### src/rtl/core/efeg_pkg.sv
// Shared types and constants for the eased fade envelope generator.
// No dependencies; used by eased_fade_envelope_generator_top.
package efeg_pkg;

  localparam int FRAC_BITS = 16;
  localparam int TIME_BITS = 32;

  localparam int LVL_W  = FRAC_BITS + 1;           // Q1.16 level
  localparam int SCL_W  = FRAC_BITS + 3;           // Q3.16 ring scale
  localparam int DUR_W  = 16;
  localparam int PROD_W = SCL_W + LVL_W;
  localparam int CFG_W  = SCL_W;                   // widest register

  localparam logic [LVL_W-1:0] ONE_FX = LVL_W'(1) << FRAC_BITS;

  // request codes
  localparam logic [1:0] REQ_FRAME = 2'd0;
  localparam logic [1:0] REQ_SHOW  = 2'd1;
  localparam logic [1:0] REQ_HIDE  = 2'd2;
  localparam logic [1:0] REQ_RESET = 2'd3;

  // register indexes
  localparam logic CFG_DURATION = 1'b0;
  localparam logic CFG_SCALE    = 1'b1;

  typedef enum logic [1:0] {
    PH_HIDDEN    = 2'd0,
    PH_APPEAR    = 2'd1,
    PH_VISIBLE   = 2'd2,
    PH_DISAPPEAR = 2'd3
  } phase_t;

  typedef struct packed {
    logic [1:0]           req_type;
    logic [TIME_BITS-1:0] now_ms;
  } in_t;

  typedef struct packed {
    logic [LVL_W-1:0] dim_level;
    logic [LVL_W-1:0] focus_level;
    logic [SCL_W-1:0] ring_scale;
    logic [LVL_W-1:0] ring_opacity;
    logic             surface_on;
    logic             more_frames;
    logic [1:0]       phase_now;
  } out_t;

endpackage

### src/rtl/core/eased_fade_envelope_generator_top.sv
// Eased fade envelope generator: sequencer, shared divider step and shared multiplier.
// Depends on efeg_pkg (types, codes, fixed-point constants).
//
// One transaction at a time: in_stall is low only while the block is idle. Show, reset
// and hide from the visible phase finish in the accept cycle. Frame queries while hidden
// or visible produce a result in the cycle after accept. A query during a transition, or a
// hide while appearing, runs elapsed-time subtract, a duration compare, 16 restoring-divide
// steps (one quotient bit per cycle on a 17-bit subtractor) and two to four passes through
// the single 19x17 multiplier; a request at or before the start time skips the compare and
// the divide. Appearing results form in S_MB, disappearing ones in S_MC; a hide returns
// to idle from S_EASE. A transition that has already run its course skips the divide and
// multiplies. The block takes the next transaction once the result has been taken.
module eased_fade_envelope_generator_top (
  input  logic                         clk,
  input  logic                         rst_n,
  input  logic                         in_valid,
  output logic                         in_stall,
  input  efeg_pkg::in_t                in_data,
  output logic                         out_valid,
  input  logic                         out_stall,
  output efeg_pkg::out_t               out_data,
  input  logic                         cfg_we,
  input  logic                         cfg_idx,
  input  logic [efeg_pkg::CFG_W-1:0]   cfg_wdata
);

  localparam int LW = efeg_pkg::LVL_W;
  localparam int SW = efeg_pkg::SCL_W;
  localparam int TW = efeg_pkg::TIME_BITS;
  localparam int DW = efeg_pkg::DUR_W;
  localparam int PW = efeg_pkg::PROD_W;
  localparam int FB = efeg_pkg::FRAC_BITS;
  localparam int CW = $clog2(FB);

  typedef enum logic [10:0] {
    S_IDLE = 11'b000_0000_0001,
    S_ELAP = 11'b000_0000_0010,
    S_CHK  = 11'b000_0000_0100,
    S_DIV  = 11'b000_0000_1000,
    S_SQ   = 11'b000_0001_0000,
    S_CUBE = 11'b000_0010_0000,
    S_EASE = 11'b000_0100_0000,
    S_MA   = 11'b000_1000_0000,
    S_MB   = 11'b001_0000_0000,
    S_MC   = 11'b010_0000_0000,
    S_OUT  = 11'b100_0000_0000
  } state_t;

  state_t            state_r, state_nxt;
  efeg_pkg::phase_t  phase_r, phase_nxt;
  logic [TW-1:0]     start_r, start_nxt;
  logic [LW-1:0]     fdim_r, fdim_nxt;
  logic [LW-1:0]     ffocus_r, ffocus_nxt;
  logic [DW-1:0]     dur_r;
  logic [SW-1:0]     fscale_r;

  logic [1:0]        req_r, req_nxt;
  logic [TW-1:0]     now_r, now_nxt;
  logic [TW-1:0]     elap_r, elap_nxt;
  logic [DW-1:0]     rem_r, rem_nxt;
  logic [FB-1:0]     quo_r, quo_nxt;
  logic [CW-1:0]     cnt_r, cnt_nxt;
  logic [LW-1:0]     rest_r, rest_nxt;     // 1 - p
  logic [LW-1:0]     r3_r, r3_nxt;         // (1 - p)^3
  logic [LW-1:0]     eased_r, eased_nxt;
  logic [LW-1:0]     dim_r, dim_nxt;
  logic [PW-1:0]     prod_r, prod_nxt;
  efeg_pkg::out_t    out_r, out_nxt;

  // datapath helpers
  logic [TW:0]       diff;
  logic              not_after;
  logic [DW:0]       rem_sh;
  logic              qbit;
  logic [DW:0]       rem_sub;
  logic [FB-1:0]     quo_step;
  logic [SW-1:0]     mul_a;
  logic [LW-1:0]     mul_b;
  logic [LW-1:0]     prod_lvl;
  logic [SW-1:0]     prod_scl;
  logic              scale_up;
  logic [SW-1:0]     scale_diff;
  logic [SW-1:0]     one_scl;

  function automatic efeg_pkg::out_t visible_frame(input logic [SW-1:0] scale);
    efeg_pkg::out_t f;
    f.dim_level    = efeg_pkg::ONE_FX;
    f.focus_level  = efeg_pkg::ONE_FX;
    f.ring_scale   = scale;
    f.ring_opacity = '0;
    f.surface_on   = 1'b1;
    f.more_frames  = 1'b0;
    f.phase_now    = efeg_pkg::PH_VISIBLE;
    return f;
  endfunction

  assign one_scl    = SW'(efeg_pkg::ONE_FX);
  assign scale_up   = (fscale_r >= one_scl);
  assign scale_diff = scale_up ? (fscale_r - one_scl) : (one_scl - fscale_r);

  assign diff      = {1'b0, now_r} - {1'b0, start_r};
  assign not_after = diff[TW] | (diff[TW-1:0] == '0);

  assign rem_sh   = {rem_r, 1'b0};
  assign rem_sub  = rem_sh - {1'b0, dur_r};
  assign qbit     = (rem_sh >= {1'b0, dur_r});
  assign quo_step = {quo_r[FB-2:0], qbit};

  assign prod_lvl = prod_r[FB +: LW];
  assign prod_scl = prod_r[FB +: SW];

  // operand select for the shared multiplier
  always_comb begin
    mul_a = '0;
    mul_b = '0;
    unique case (state_r)
      S_SQ: begin
        mul_a = SW'(rest_r);
        mul_b = rest_r;
      end
      S_CUBE: begin
        mul_a = SW'(prod_lvl);
        mul_b = rest_r;
      end
      S_MA: begin
        if (phase_r == efeg_pkg::PH_APPEAR) begin
          mul_a = scale_diff;
          mul_b = eased_r;
        end else begin
          mul_a = SW'(fdim_r);
          mul_b = r3_r;
        end
      end
      S_MB: begin
        mul_a = SW'(ffocus_r);
        mul_b = r3_r;
      end
      default: begin
        mul_a = '0;
        mul_b = '0;
      end
    endcase
  end

  assign prod_nxt = PW'(mul_a) * PW'(mul_b);

  always_comb begin
    state_nxt  = state_r;
    phase_nxt  = phase_r;
    start_nxt  = start_r;
    fdim_nxt   = fdim_r;
    ffocus_nxt = ffocus_r;
    req_nxt    = req_r;
    now_nxt    = now_r;
    elap_nxt   = elap_r;
    rem_nxt    = rem_r;
    quo_nxt    = quo_r;
    cnt_nxt    = cnt_r;
    rest_nxt   = rest_r;
    r3_nxt     = r3_r;
    eased_nxt  = eased_r;
    dim_nxt    = dim_r;
    out_nxt    = out_r;

    unique case (state_r)
      S_IDLE: begin
        if (in_valid) begin
          req_nxt = in_data.req_type;
          now_nxt = in_data.now_ms;
          unique case (in_data.req_type)
            efeg_pkg::REQ_SHOW: begin
              phase_nxt  = efeg_pkg::PH_APPEAR;
              start_nxt  = in_data.now_ms;
              fdim_nxt   = efeg_pkg::ONE_FX;
              ffocus_nxt = efeg_pkg::ONE_FX;
            end
            efeg_pkg::REQ_RESET: begin
              phase_nxt  = efeg_pkg::PH_HIDDEN;
              start_nxt  = '0;
              fdim_nxt   = efeg_pkg::ONE_FX;
              ffocus_nxt = efeg_pkg::ONE_FX;
            end
            efeg_pkg::REQ_HIDE: begin
              if (phase_r == efeg_pkg::PH_VISIBLE) begin
                phase_nxt  = efeg_pkg::PH_DISAPPEAR;
                start_nxt  = in_data.now_ms;
                fdim_nxt   = efeg_pkg::ONE_FX;
                ffocus_nxt = efeg_pkg::ONE_FX;
              end else if (phase_r == efeg_pkg::PH_APPEAR) begin
                state_nxt = S_ELAP;
              end
            end
            efeg_pkg::REQ_FRAME: begin
              if (phase_r == efeg_pkg::PH_HIDDEN) begin
                out_nxt   = '0;
                state_nxt = S_OUT;
              end else if (phase_r == efeg_pkg::PH_VISIBLE) begin
                out_nxt   = visible_frame(fscale_r);
                state_nxt = S_OUT;
              end else begin
                state_nxt = S_ELAP;
              end
            end
            default: state_nxt = S_IDLE;
          endcase
        end
      end

      S_ELAP: begin
        if (not_after) begin
          rest_nxt  = efeg_pkg::ONE_FX;
          state_nxt = S_SQ;
        end else begin
          elap_nxt  = diff[TW-1:0];
          state_nxt = S_CHK;
        end
      end

      S_CHK: begin
        if (elap_r >= TW'(dur_r)) begin
          // transition has run its course
          if (phase_r == efeg_pkg::PH_APPEAR) begin
            if (req_r == efeg_pkg::REQ_HIDE) begin
              phase_nxt  = efeg_pkg::PH_DISAPPEAR;
              start_nxt  = now_r;
              fdim_nxt   = efeg_pkg::ONE_FX;
              ffocus_nxt = efeg_pkg::ONE_FX;
              state_nxt  = S_IDLE;
            end else begin
              phase_nxt = efeg_pkg::PH_VISIBLE;
              out_nxt   = visible_frame(fscale_r);
              state_nxt = S_OUT;
            end
          end else begin
            phase_nxt  = efeg_pkg::PH_HIDDEN;
            start_nxt  = '0;
            fdim_nxt   = efeg_pkg::ONE_FX;
            ffocus_nxt = efeg_pkg::ONE_FX;
            out_nxt    = '0;
            state_nxt  = S_OUT;
          end
        end else begin
          rem_nxt   = elap_r[DW-1:0];
          quo_nxt   = '0;
          cnt_nxt   = CW'(FB - 1);
          state_nxt = S_DIV;
        end
      end

      S_DIV: begin
        rem_nxt = qbit ? rem_sub[DW-1:0] : rem_sh[DW-1:0];
        quo_nxt = quo_step;
        cnt_nxt = cnt_r - 1'b1;
        if (cnt_r == '0) begin
          rest_nxt  = efeg_pkg::ONE_FX - LW'(quo_step);
          state_nxt = S_SQ;
        end
      end

      S_SQ:   state_nxt = S_CUBE;
      S_CUBE: state_nxt = S_EASE;

      S_EASE: begin
        r3_nxt    = prod_lvl;
        eased_nxt = efeg_pkg::ONE_FX - prod_lvl;
        if (phase_r == efeg_pkg::PH_APPEAR && req_r == efeg_pkg::REQ_HIDE) begin
          phase_nxt  = efeg_pkg::PH_DISAPPEAR;
          start_nxt  = now_r;
          fdim_nxt   = efeg_pkg::ONE_FX - prod_lvl;
          ffocus_nxt = efeg_pkg::ONE_FX - prod_lvl;
          state_nxt  = S_IDLE;
        end else begin
          state_nxt = S_MA;
        end
      end

      S_MA: state_nxt = S_MB;

      S_MB: begin
        if (phase_r == efeg_pkg::PH_APPEAR) begin
          out_nxt.dim_level    = eased_r;
          out_nxt.focus_level  = eased_r;
          out_nxt.ring_scale   = scale_up ? (one_scl + prod_scl) : (one_scl - prod_scl);
          out_nxt.ring_opacity = r3_r;
          out_nxt.surface_on   = 1'b1;
          out_nxt.more_frames  = 1'b1;
          out_nxt.phase_now    = efeg_pkg::PH_APPEAR;
          state_nxt            = S_OUT;
        end else begin
          dim_nxt   = prod_lvl;
          state_nxt = S_MC;
        end
      end

      S_MC: begin
        out_nxt.dim_level    = dim_r;
        out_nxt.focus_level  = prod_lvl;
        out_nxt.ring_scale   = fscale_r;
        out_nxt.ring_opacity = '0;
        out_nxt.surface_on   = 1'b1;
        out_nxt.more_frames  = 1'b1;
        out_nxt.phase_now    = efeg_pkg::PH_DISAPPEAR;
        state_nxt            = S_OUT;
      end

      S_OUT: begin
        if (!out_stall) state_nxt = S_IDLE;
      end

      default: state_nxt = S_IDLE;
    endcase
  end

  always_ff @(posedge clk) begin
    if (!rst_n) begin
      state_r  <= S_IDLE;
      phase_r  <= efeg_pkg::PH_HIDDEN;
      start_r  <= '0;
      fdim_r   <= efeg_pkg::ONE_FX;
      ffocus_r <= efeg_pkg::ONE_FX;
      dur_r    <= DW'(200);
      fscale_r <= SW'(98304);
    end else begin
      state_r  <= state_nxt;
      phase_r  <= phase_nxt;
      start_r  <= start_nxt;
      fdim_r   <= fdim_nxt;
      ffocus_r <= ffocus_nxt;
      if (cfg_we) begin
        unique case (cfg_idx)
          efeg_pkg::CFG_DURATION: dur_r    <= cfg_wdata[DW-1:0];
          efeg_pkg::CFG_SCALE:    fscale_r <= cfg_wdata[SW-1:0];
          default:                dur_r    <= dur_r;
        endcase
      end
    end
  end

  always_ff @(posedge clk) begin
    req_r   <= req_nxt;
    now_r   <= now_nxt;
    elap_r  <= elap_nxt;
    rem_r   <= rem_nxt;
    quo_r   <= quo_nxt;
    cnt_r   <= cnt_nxt;
    rest_r  <= rest_nxt;
    r3_r    <= r3_nxt;
    eased_r <= eased_nxt;
    dim_r   <= dim_nxt;
    prod_r  <= prod_nxt;
    out_r   <= out_nxt;
  end

  assign in_stall  = (state_r != S_IDLE);
  assign out_valid = (state_r == S_OUT);
  assign out_data  = out_r;

`ifndef SYNTHESIS
  // never take a new transaction while a result is pending
  a_no_overlap: assert property (@(posedge clk) disable iff (!rst_n)
    out_valid |-> in_stall)
    else $error("input accepted while result pending");

  // divider remainder stays below the duration
  a_div_rem: assert property (@(posedge clk) disable iff (!rst_n)
    (state_r == S_DIV) |-> (rem_r < dur_r))
    else $error("divider remainder out of range");

  // hidden frames carry no levels
  a_hidden_zero: assert property (@(posedge clk) disable iff (!rst_n)
    (out_valid && out_data.phase_now == efeg_pkg::PH_HIDDEN) |->
      (out_data.dim_level == '0 && out_data.focus_level == '0 &&
       out_data.ring_scale == '0 && !out_data.surface_on))
    else $error("hidden frame not blank");

  // transitions always request more frames
  a_more_frames: assert property (@(posedge clk) disable iff (!rst_n)
    (out_valid && (out_data.phase_now == efeg_pkg::PH_APPEAR ||
                   out_data.phase_now == efeg_pkg::PH_DISAPPEAR)) |->
      (out_data.more_frames && out_data.surface_on))
    else $error("transition frame without more_frames");
`endif

endmodule
### config.mk
export PLATFORM = sky130hd
export DESIGN_NAME = eased_fade_envelope_generator_top
export DESIGN_NICKNAME = d
export VERILOG_FILES = /design/src/rtl/core/efeg_pkg.sv /design/src/rtl/core/eased_fade_envelope_generator_top.sv
export SDC_FILE = /design/constraint.sdc
export NUM_CORES = 1
export LEC_CHECK = 0
export BUFFER_PORTS_ARGS = -buffer_cell sky130_fd_sc_hd__buf_2
export CAP_MARGIN = 30
export CORE_AREA = 2 2 286 288
export DETAILED_ROUTE_END_ITERATION = 10
export DIE_AREA = 0 0 288 290
export PLACE_DENSITY = 0.49
export SYNTH_ARGS = -nofsm -noshare
export SYNTH_HDL_FRONTEND = slang
export SYNTH_SLANG_ARGS = --single-unit
### constraint.sdc
create_clock -name clk -period 16.45 [get_ports clk]
set_clock_uncertainty 0.1 [all_clocks]
set_input_delay 0.8225 -clock clk [delete_from_list [all_inputs] [get_ports clk]]
set_output_delay 0.8225 -clock clk [all_outputs]
set_load 0.02 [all_outputs]
==> reports/qor.yml, run 1 <==
job:
  maxCapViolations: 0
logic_synthesis:
  synth_warnings: 0
  ys.flop_type: "edfxtp_1"
  synthCells: 2913
  synth_cell_types: 80
  syn_avg_cell_area_sq_um: 9.564
  synth_top_family_by_area: "adder cells"
  synthAdderAreaFrac_pct: 26.17
  synth_compound_area_share_pct: 11.36
  synth_mux_area_share_pct: 0.1437
  syn_nets: 3403
  async_reset_ff_share_pct: 0
  synth-simple-area-share_pct: 17.32
  yosysSeqAreaShare_pct: 34.31
  synth_seq_cells: 357
  synth-edff-count: 241
  syn-cell-area_sq_um: 27860
  synthXorXnorAreaFrac_pct: 3.521
critical_path:
  cp-start-kind: "register"
  cp.required_ps: 16780
  crit_path_max_incr_delay_ps: 770
  cp_slowest_cell: "nand4_1"
  endpoint_kind: "register"
  crit_path_frequent_cell: "fa_1"
  worst_ep_arrival_time_ps: 10300
  crit_fanout: 20
  worstSetupPathType: "register to register"
power:
  switching_power_mw: 1.360
  p_sw_share_pct: 38.27
  powerDensity_nw_per_um2: 114.5
  seq_power_share_pct: 36.3
  internal_power_mw: 2.194
  pwr-share-clk_pct: 26.6
  ir_drop_mv: 0.1041
  leakagePower_nw: 13.03
  p_comb_share_pct: 37.2
clock_tree:
  cts.htree.levels: 2
  cts_inserted_buffers: 41
  clkTransAtPathRegs_ps: 70
  hold_buffers: 0
  clk_latency_ps: 580
  clock_path_buffers: 3
  cts_tree: "yes"
  post_cts.repair.setup_buffers: 0
  ctsResizeCount: 0
  cts_root_buf: "clkbuf_16"
  clock_sinks: 357
sta:
  grt_setup_unrepaired: "no"
  hold_viol: 0
  tightest_slew_ps: 1057
  fmax_mhz: 100.3
  slew_headroom_pct: 29.40
  min_period_over_period_pct: 60.60
  tns_ps: 0
  min_period_ps: 9968
  slew_viol_final: 0
  setup_viol: 0
  fin_ws_ps: 6482
routing:
  drtIter0Drc: 1513
  vias: 21243
  wl_mm: 85.61
  via_per_inst: 5.194
  routedWlPerCell_microns: 20.93
  dr.pass1.iters: 6
  drc: 0
  postRouteAntennaNets: 0
global_routing:
  antenna_found_initial: 7
  grt_use_total_pct: 20.83
  grt_start_max_net_pins: 76
  grt_pass1_vias: 22303
  grt_pass1_wl_mm: 134.2
  grt_overflow: 0
final_layout:
  area_delta_synth_final_pct: 11.44
  layout.cells.non_filler: 4090
  fin_nets: 3485
  fin_area_sq_um: 31050
  drive_above_1_share_pct: 9.247
  fill_cells: 8116
placed_design:
  gp_congestion: 0.9104
  port_buffers: 134
  dpl.cell_count: 4012
  preCtsSetupSlack_ps: 6579
  post_dp_cell_area_sq_um: 29680
  hpwl_mm: 65.81
die:
  core_area_sq_um: 80160
  die_h_microns: 290
  die_x_microns: 288
  initial_utilization_pct: 34.76
  ios: 135
  fp.dieArea_sq_um: 83520
  num_rows: 104
status:
  status: "completed"
hold_path:
  min_path_type: "input pin to register"
[synth_stat cells (33+ instances only)]
master / n / share of area, %
ha_1: 178 / 8.0
dfxtp_1: 116 / 8.3
a21oi_1: 99 / 1.8
nor3_1: 37 / 0.66
o21ai_0: 71 / 1.3
nand3_1: 43 / 0.77
xor2_1: 45 / 1.4
nand2_1: 445 / 6.0
nor2_1: 243 / 3.3
a21boi_0: 39 / 1.1
fa_1: 253 / 18
clkbuf_1: 103 / 1.4
nor3b_1: 41 / 1.1
inv_1: 386 / 5.2
a221oi_1: 33 / 1.0
xnor2_1: 67 / 2.1
edfxtp_1: 241 / 26
and2_1: 67 / 1.5
[per-stage QoR]
stage | util [%] | hold WS, ps | total power, mW
after detailed placement | 37.03 | 348.6 | 2.640
after global placement | 36.96 | 338.5 | 2.623
after CTS | 38.73 | 316.2 | 3.592
final | 38.73 | 347.2 | 3.554
after global routing | 38.73 | 327.9 | 3.772
after floorplan | - | 320.2 | 2.222
[registers in the layout, indices dropped and copies added (netlist names), 19 cells and up]
| name | count |
|---|---|
| now_r | 32 |
| elap_r | 32 |
| prod_r | 19 |
| start_r | 32 |
| fscale_r | 19 |
| out_data | 73 |
[final timing paths]
check,to,start,slack (ps),cells past startpoint
max,prod_r[34],fscale_r[0],6480,33
min,now_r[20],in_data[20],350,1
max reg2reg,prod_r[34],fscale_r[0],6480,33
min reg2reg,ffocus_r[0],ffocus_r[0],360,2
[area by class of cell]
cell class | count | area [sq um] | area share, %
Tap cell | 1060 | 1326 | 4.272
Clock buffer | 52 | 1140 | 3.671
Timing Repair Buffer | 173 | 985.9 | 3.176
Sequential cell | 357 | 9559 | 30.79
Antenna cell | 2 | 5.005 | 0.01612
Multi-Input combinational cell | 2036 | 16360 | 52.69
Inverter | 386 | 1450 | 4.671
Clock inverter | 24 | 224.0 | 0.7213
[power groups by stage]
stage               Combinational, mW  Sequential, mW  Clock, mW
finish                           1.32            1.29      0.944
global route                     1.46            1.31       1.00
CTS                              1.33            1.29      0.966
detailed placement               1.33            1.31          0
global placement                 1.32            1.30          0
floorplan                       0.802            1.42          0
[kinds of logic after synthesis]
family	Yosys count
AND/OR/NAND/NOR	1029
multiplexers	4
AO/OA/AOI/OAI	460
flip-flops	357
adder cells (fa/ha/maj)	431
XOR/XNOR	112
buffers and inverters	520
[worst max-delay path: cells and delay by family (launching register included)]
family / cells / cell delay, ps
AOI/OAI and AO/OA: 8 / 2300
adders and majority gates: 8 / 3530
and+or+nand+nor: 11 / 2950
DFF: 1 / 350
xor gates and xnor gates: 2 / 320
buffers and inverters: 4 / 290
[routing by layer]
layer  vias up  wire, microns  GRT usage [%]
met5         -             47              0
met4         8           2863          6.205
met3       142           4720          2.925
met2       644          40910          35.06
met1     10548          37070          27.69
li1       9901              -              -
[cell usage in the layout, fill, tap and decap left out, types with 67 or more instances in the layout]
master / instances
nand2_1: 445
inv_1: 384
fa_1: 253
nor2_1: 241
edfxtp_1: 241
ha_1: 178
buf_2: 134
dfxtp_1: 116
a21oi_1: 98
o21ai_0: 70
xnor2_1: 67
Power figures use the tool's default switching activity.
==> inputs of run 2 (changes only) <==
==> constraint.sdc (replaced) <==
create_clock -name clk -period 9.4 [get_ports clk]
set_clock_uncertainty 0.1 [all_clocks]
set_input_delay 0.47 -clock clk [delete_from_list [all_inputs] [get_ports clk]]
set_output_delay 0.47 -clock clk [all_outputs]
set_load 0.02 [all_outputs]
==> run 2 against run 1 <==
Compared with the run above: combinational power grew 78%; via count grew 1.5%; non-clock buffer count grew 80; first-iteration DRC count grew 2.7%; final area grew 3.0%; clock power grew 98%.
==> reports/qor.yml, run 2 (synthesized netlist as in run 1, its figures left out) <==
clock_tree:
  cts.htree.levels: 2
  cts_root_buf: "clkbuf_16"
  cts_tree: "yes"
  clkTransAtPathRegs_ps: 60
  clock_path_buffers: 3
  cts_inserted_buffers: 44
  clock_sinks: 357
  clk_latency_ps: 590
power:
  p_comb_share_pct: 36.4
  pwr-share-clk_pct: 28.9
  seq_power_share_pct: 34.8
  powerDensity_nw_per_um2: 202.3
  internal_power_mw: 4.052
  p_sw_share_pct: 37.34
  ir_drop_mv: 0.1705
  leakagePower_nw: 13.53
  p_total_mw: 6.467
  switching_power_mw: 2.415
routing:
  drtIter0Drc: 1554
  vias: 21560
  routedWlPerCell_microns: 20.99
  postRouteAntennaNets: 0
  wl_mm: 87.59
  dr.pass1.iters: 8
  drc: 0
  via_per_inst: 5.165
status:
  status: "completed"
critical_path:
  reg2reg_to: "prod_r[29]"
  crit_path_frequent_cell: "fa_1"
  rrSetupSlack_ps: 580
  worst_ep_arrival_time_ps: 9230
  crit_family: "adder cells"
  cp.required_ps: 9800
  r2r-start: "fscale_r[2]"
  worstSetupPathType: "register to register"
  endpoint_kind: "register"
  crit_fanout: 9
  rr_worst_depth: 35
  cp_slowest_cell: "fa_1"
  crit_path_max_incr_delay_ps: 550
  cp-start-kind: "register"
  path_buf_inv: 6
global_routing:
  grt_overflow: 0
  antenna_found_initial: 5
  grt_start_max_net_pins: 74
  grt_pass1_vias: 22381
  grt_pass1_wl_mm: 134.8
  grt_use_total_pct: 21.03
placed_design:
  dpl.cell_count: 4057
  hpwl_mm: 68.00
  gp_congestion: 0.9391
  port_buffers: 134
die:
  die_h_microns: 290
  num_rows: 104
  fp.dieArea_sq_um: 83520
  die_x_microns: 288
  initial_utilization_pct: 34.76
  ios: 135
  core_area_sq_um: 80160
sta:
  hold_viol: 0
  min_period_over_period_pct: 93.87
  fmax_mhz: 113.3
  tightest_slew_ps: 1032
  setup_viol: 0
  timing.hold.ws_ps: 40.60
  slew_viol_final: 0
  min_period_ps: 8824
  slew_headroom_pct: 30.21
job:
  maxCapViolations: 0
final_layout:
  drive_above_1_share_pct: 11.14
  final_cell_mix: "nand2_1 (444), inv_1 (384), fa_1 (253)"
  antenna_cells: 0
  final_common_cell: "nand2_1"
  fin_nets: 3568
  largest_register_ffs: 73
  layout.cells.non_filler: 4174
  area_delta_synth_final_pct: 14.75
hold_path:
  min_path_type: "input pin to register"
  whs_path_depth: 3
  worstHoldEndpoint: "fscale_r[15]"
  hold_start: "cfg_wdata[15]"
run 2: cell types whose count changed in the layout (fill, tap and decap cells not counted), moves of 3 or more:
cell | before | now
buf_4 | 36 | 86
bufinv_16 | 4 | 7
clkbuf_16 | 43 | 46
dlygate4sd3_1 | 0 | 31
clkbuf_8 | 3 | 7
clkinv_1 | 7 | 2
buf_8 | 3 | 0
run 2: final cells by class:
cell class              instances  area [sq um]
clock buffers                  57          1262
clock inverters                25         329.1
fillers                      8048         48190
inverters                     386          1450
multi-input cells            2036         16370
flip-flops and latches        357          9559
well taps                    1060          1326
repair buffers                253          1674
run 2: per-layer routing:
layer  vias to the layer above  routed length [microns]  global-route usage [%]
met5                         -                       34                       0
met4                         6                     2660                   5.978
met3                       152                     4783                   2.893
met2                       640                    42020                   35.57
met1                     10710                    38090                   27.98
li1                      10052                        -                       -
run 2: power groups by stage:
stage | clock [mW] | combinational [mW] | sequential (mW)
floorplan | 0 | 1.40 | 2.49
global placement | 0 | 2.31 | 2.28
detailed placement | 0 | 2.33 | 2.29
CTS | 1.91 | 2.35 | 2.26
global route | 1.97 | 2.60 | 2.28
finish | 1.87 | 2.35 | 2.25
run 2: per-stage QoR:
step           util [%]  setup slack (ps)  setup TNS, ps  cell area (sq um)
6_report          39.89             576.3              0              31970
5_1_grt           39.89           -0.5675        -0.5675              31970
4_1_cts           39.81             491.7              0              31910
3_5_place_dp      37.43             511.9              0              30010
3_3_place_gp      37.42             568.3              0              30000
2_1_floorplan         -              1395              0              27860
run 2: repair_timing:
item	4_1_cts	5_1_grt
setup endpoints to repair	0	5
hold buffers	31	0
hold endpoints to repair	31	0
setup buffers	0	3
gates resized for setup	0	6
run 2: how the worst max path moves through the flow:
stage | from | to | slack, ps | cells after the start
2_1_floorplan | fscale_r[6] | prod_r[34] | 1390 | 33
3_3_place_gp | state_r[8] | prod_r[34] | 570 | 30
3_5_place_dp | fscale_r[2] | prod_r[29] | 510 | 32
4_1_cts | fscale_r[0] | prod_r[29] | 490 | 34
5_1_grt | fscale_r[2] | prod_r[29] | -0.6 | 35
6_report | fscale_r[2] | prod_r[29] | 580 | 35
run 2: worst reg2reg max path, delay by kind of cell, from the launching register on:
kind            cells  cell delay [ps]
buf+inv             6              570
simple gates       13             2540
flops               1              370
fa+ha+maj           7             3450
compound gates      7             1390
xor+xnor            2              310
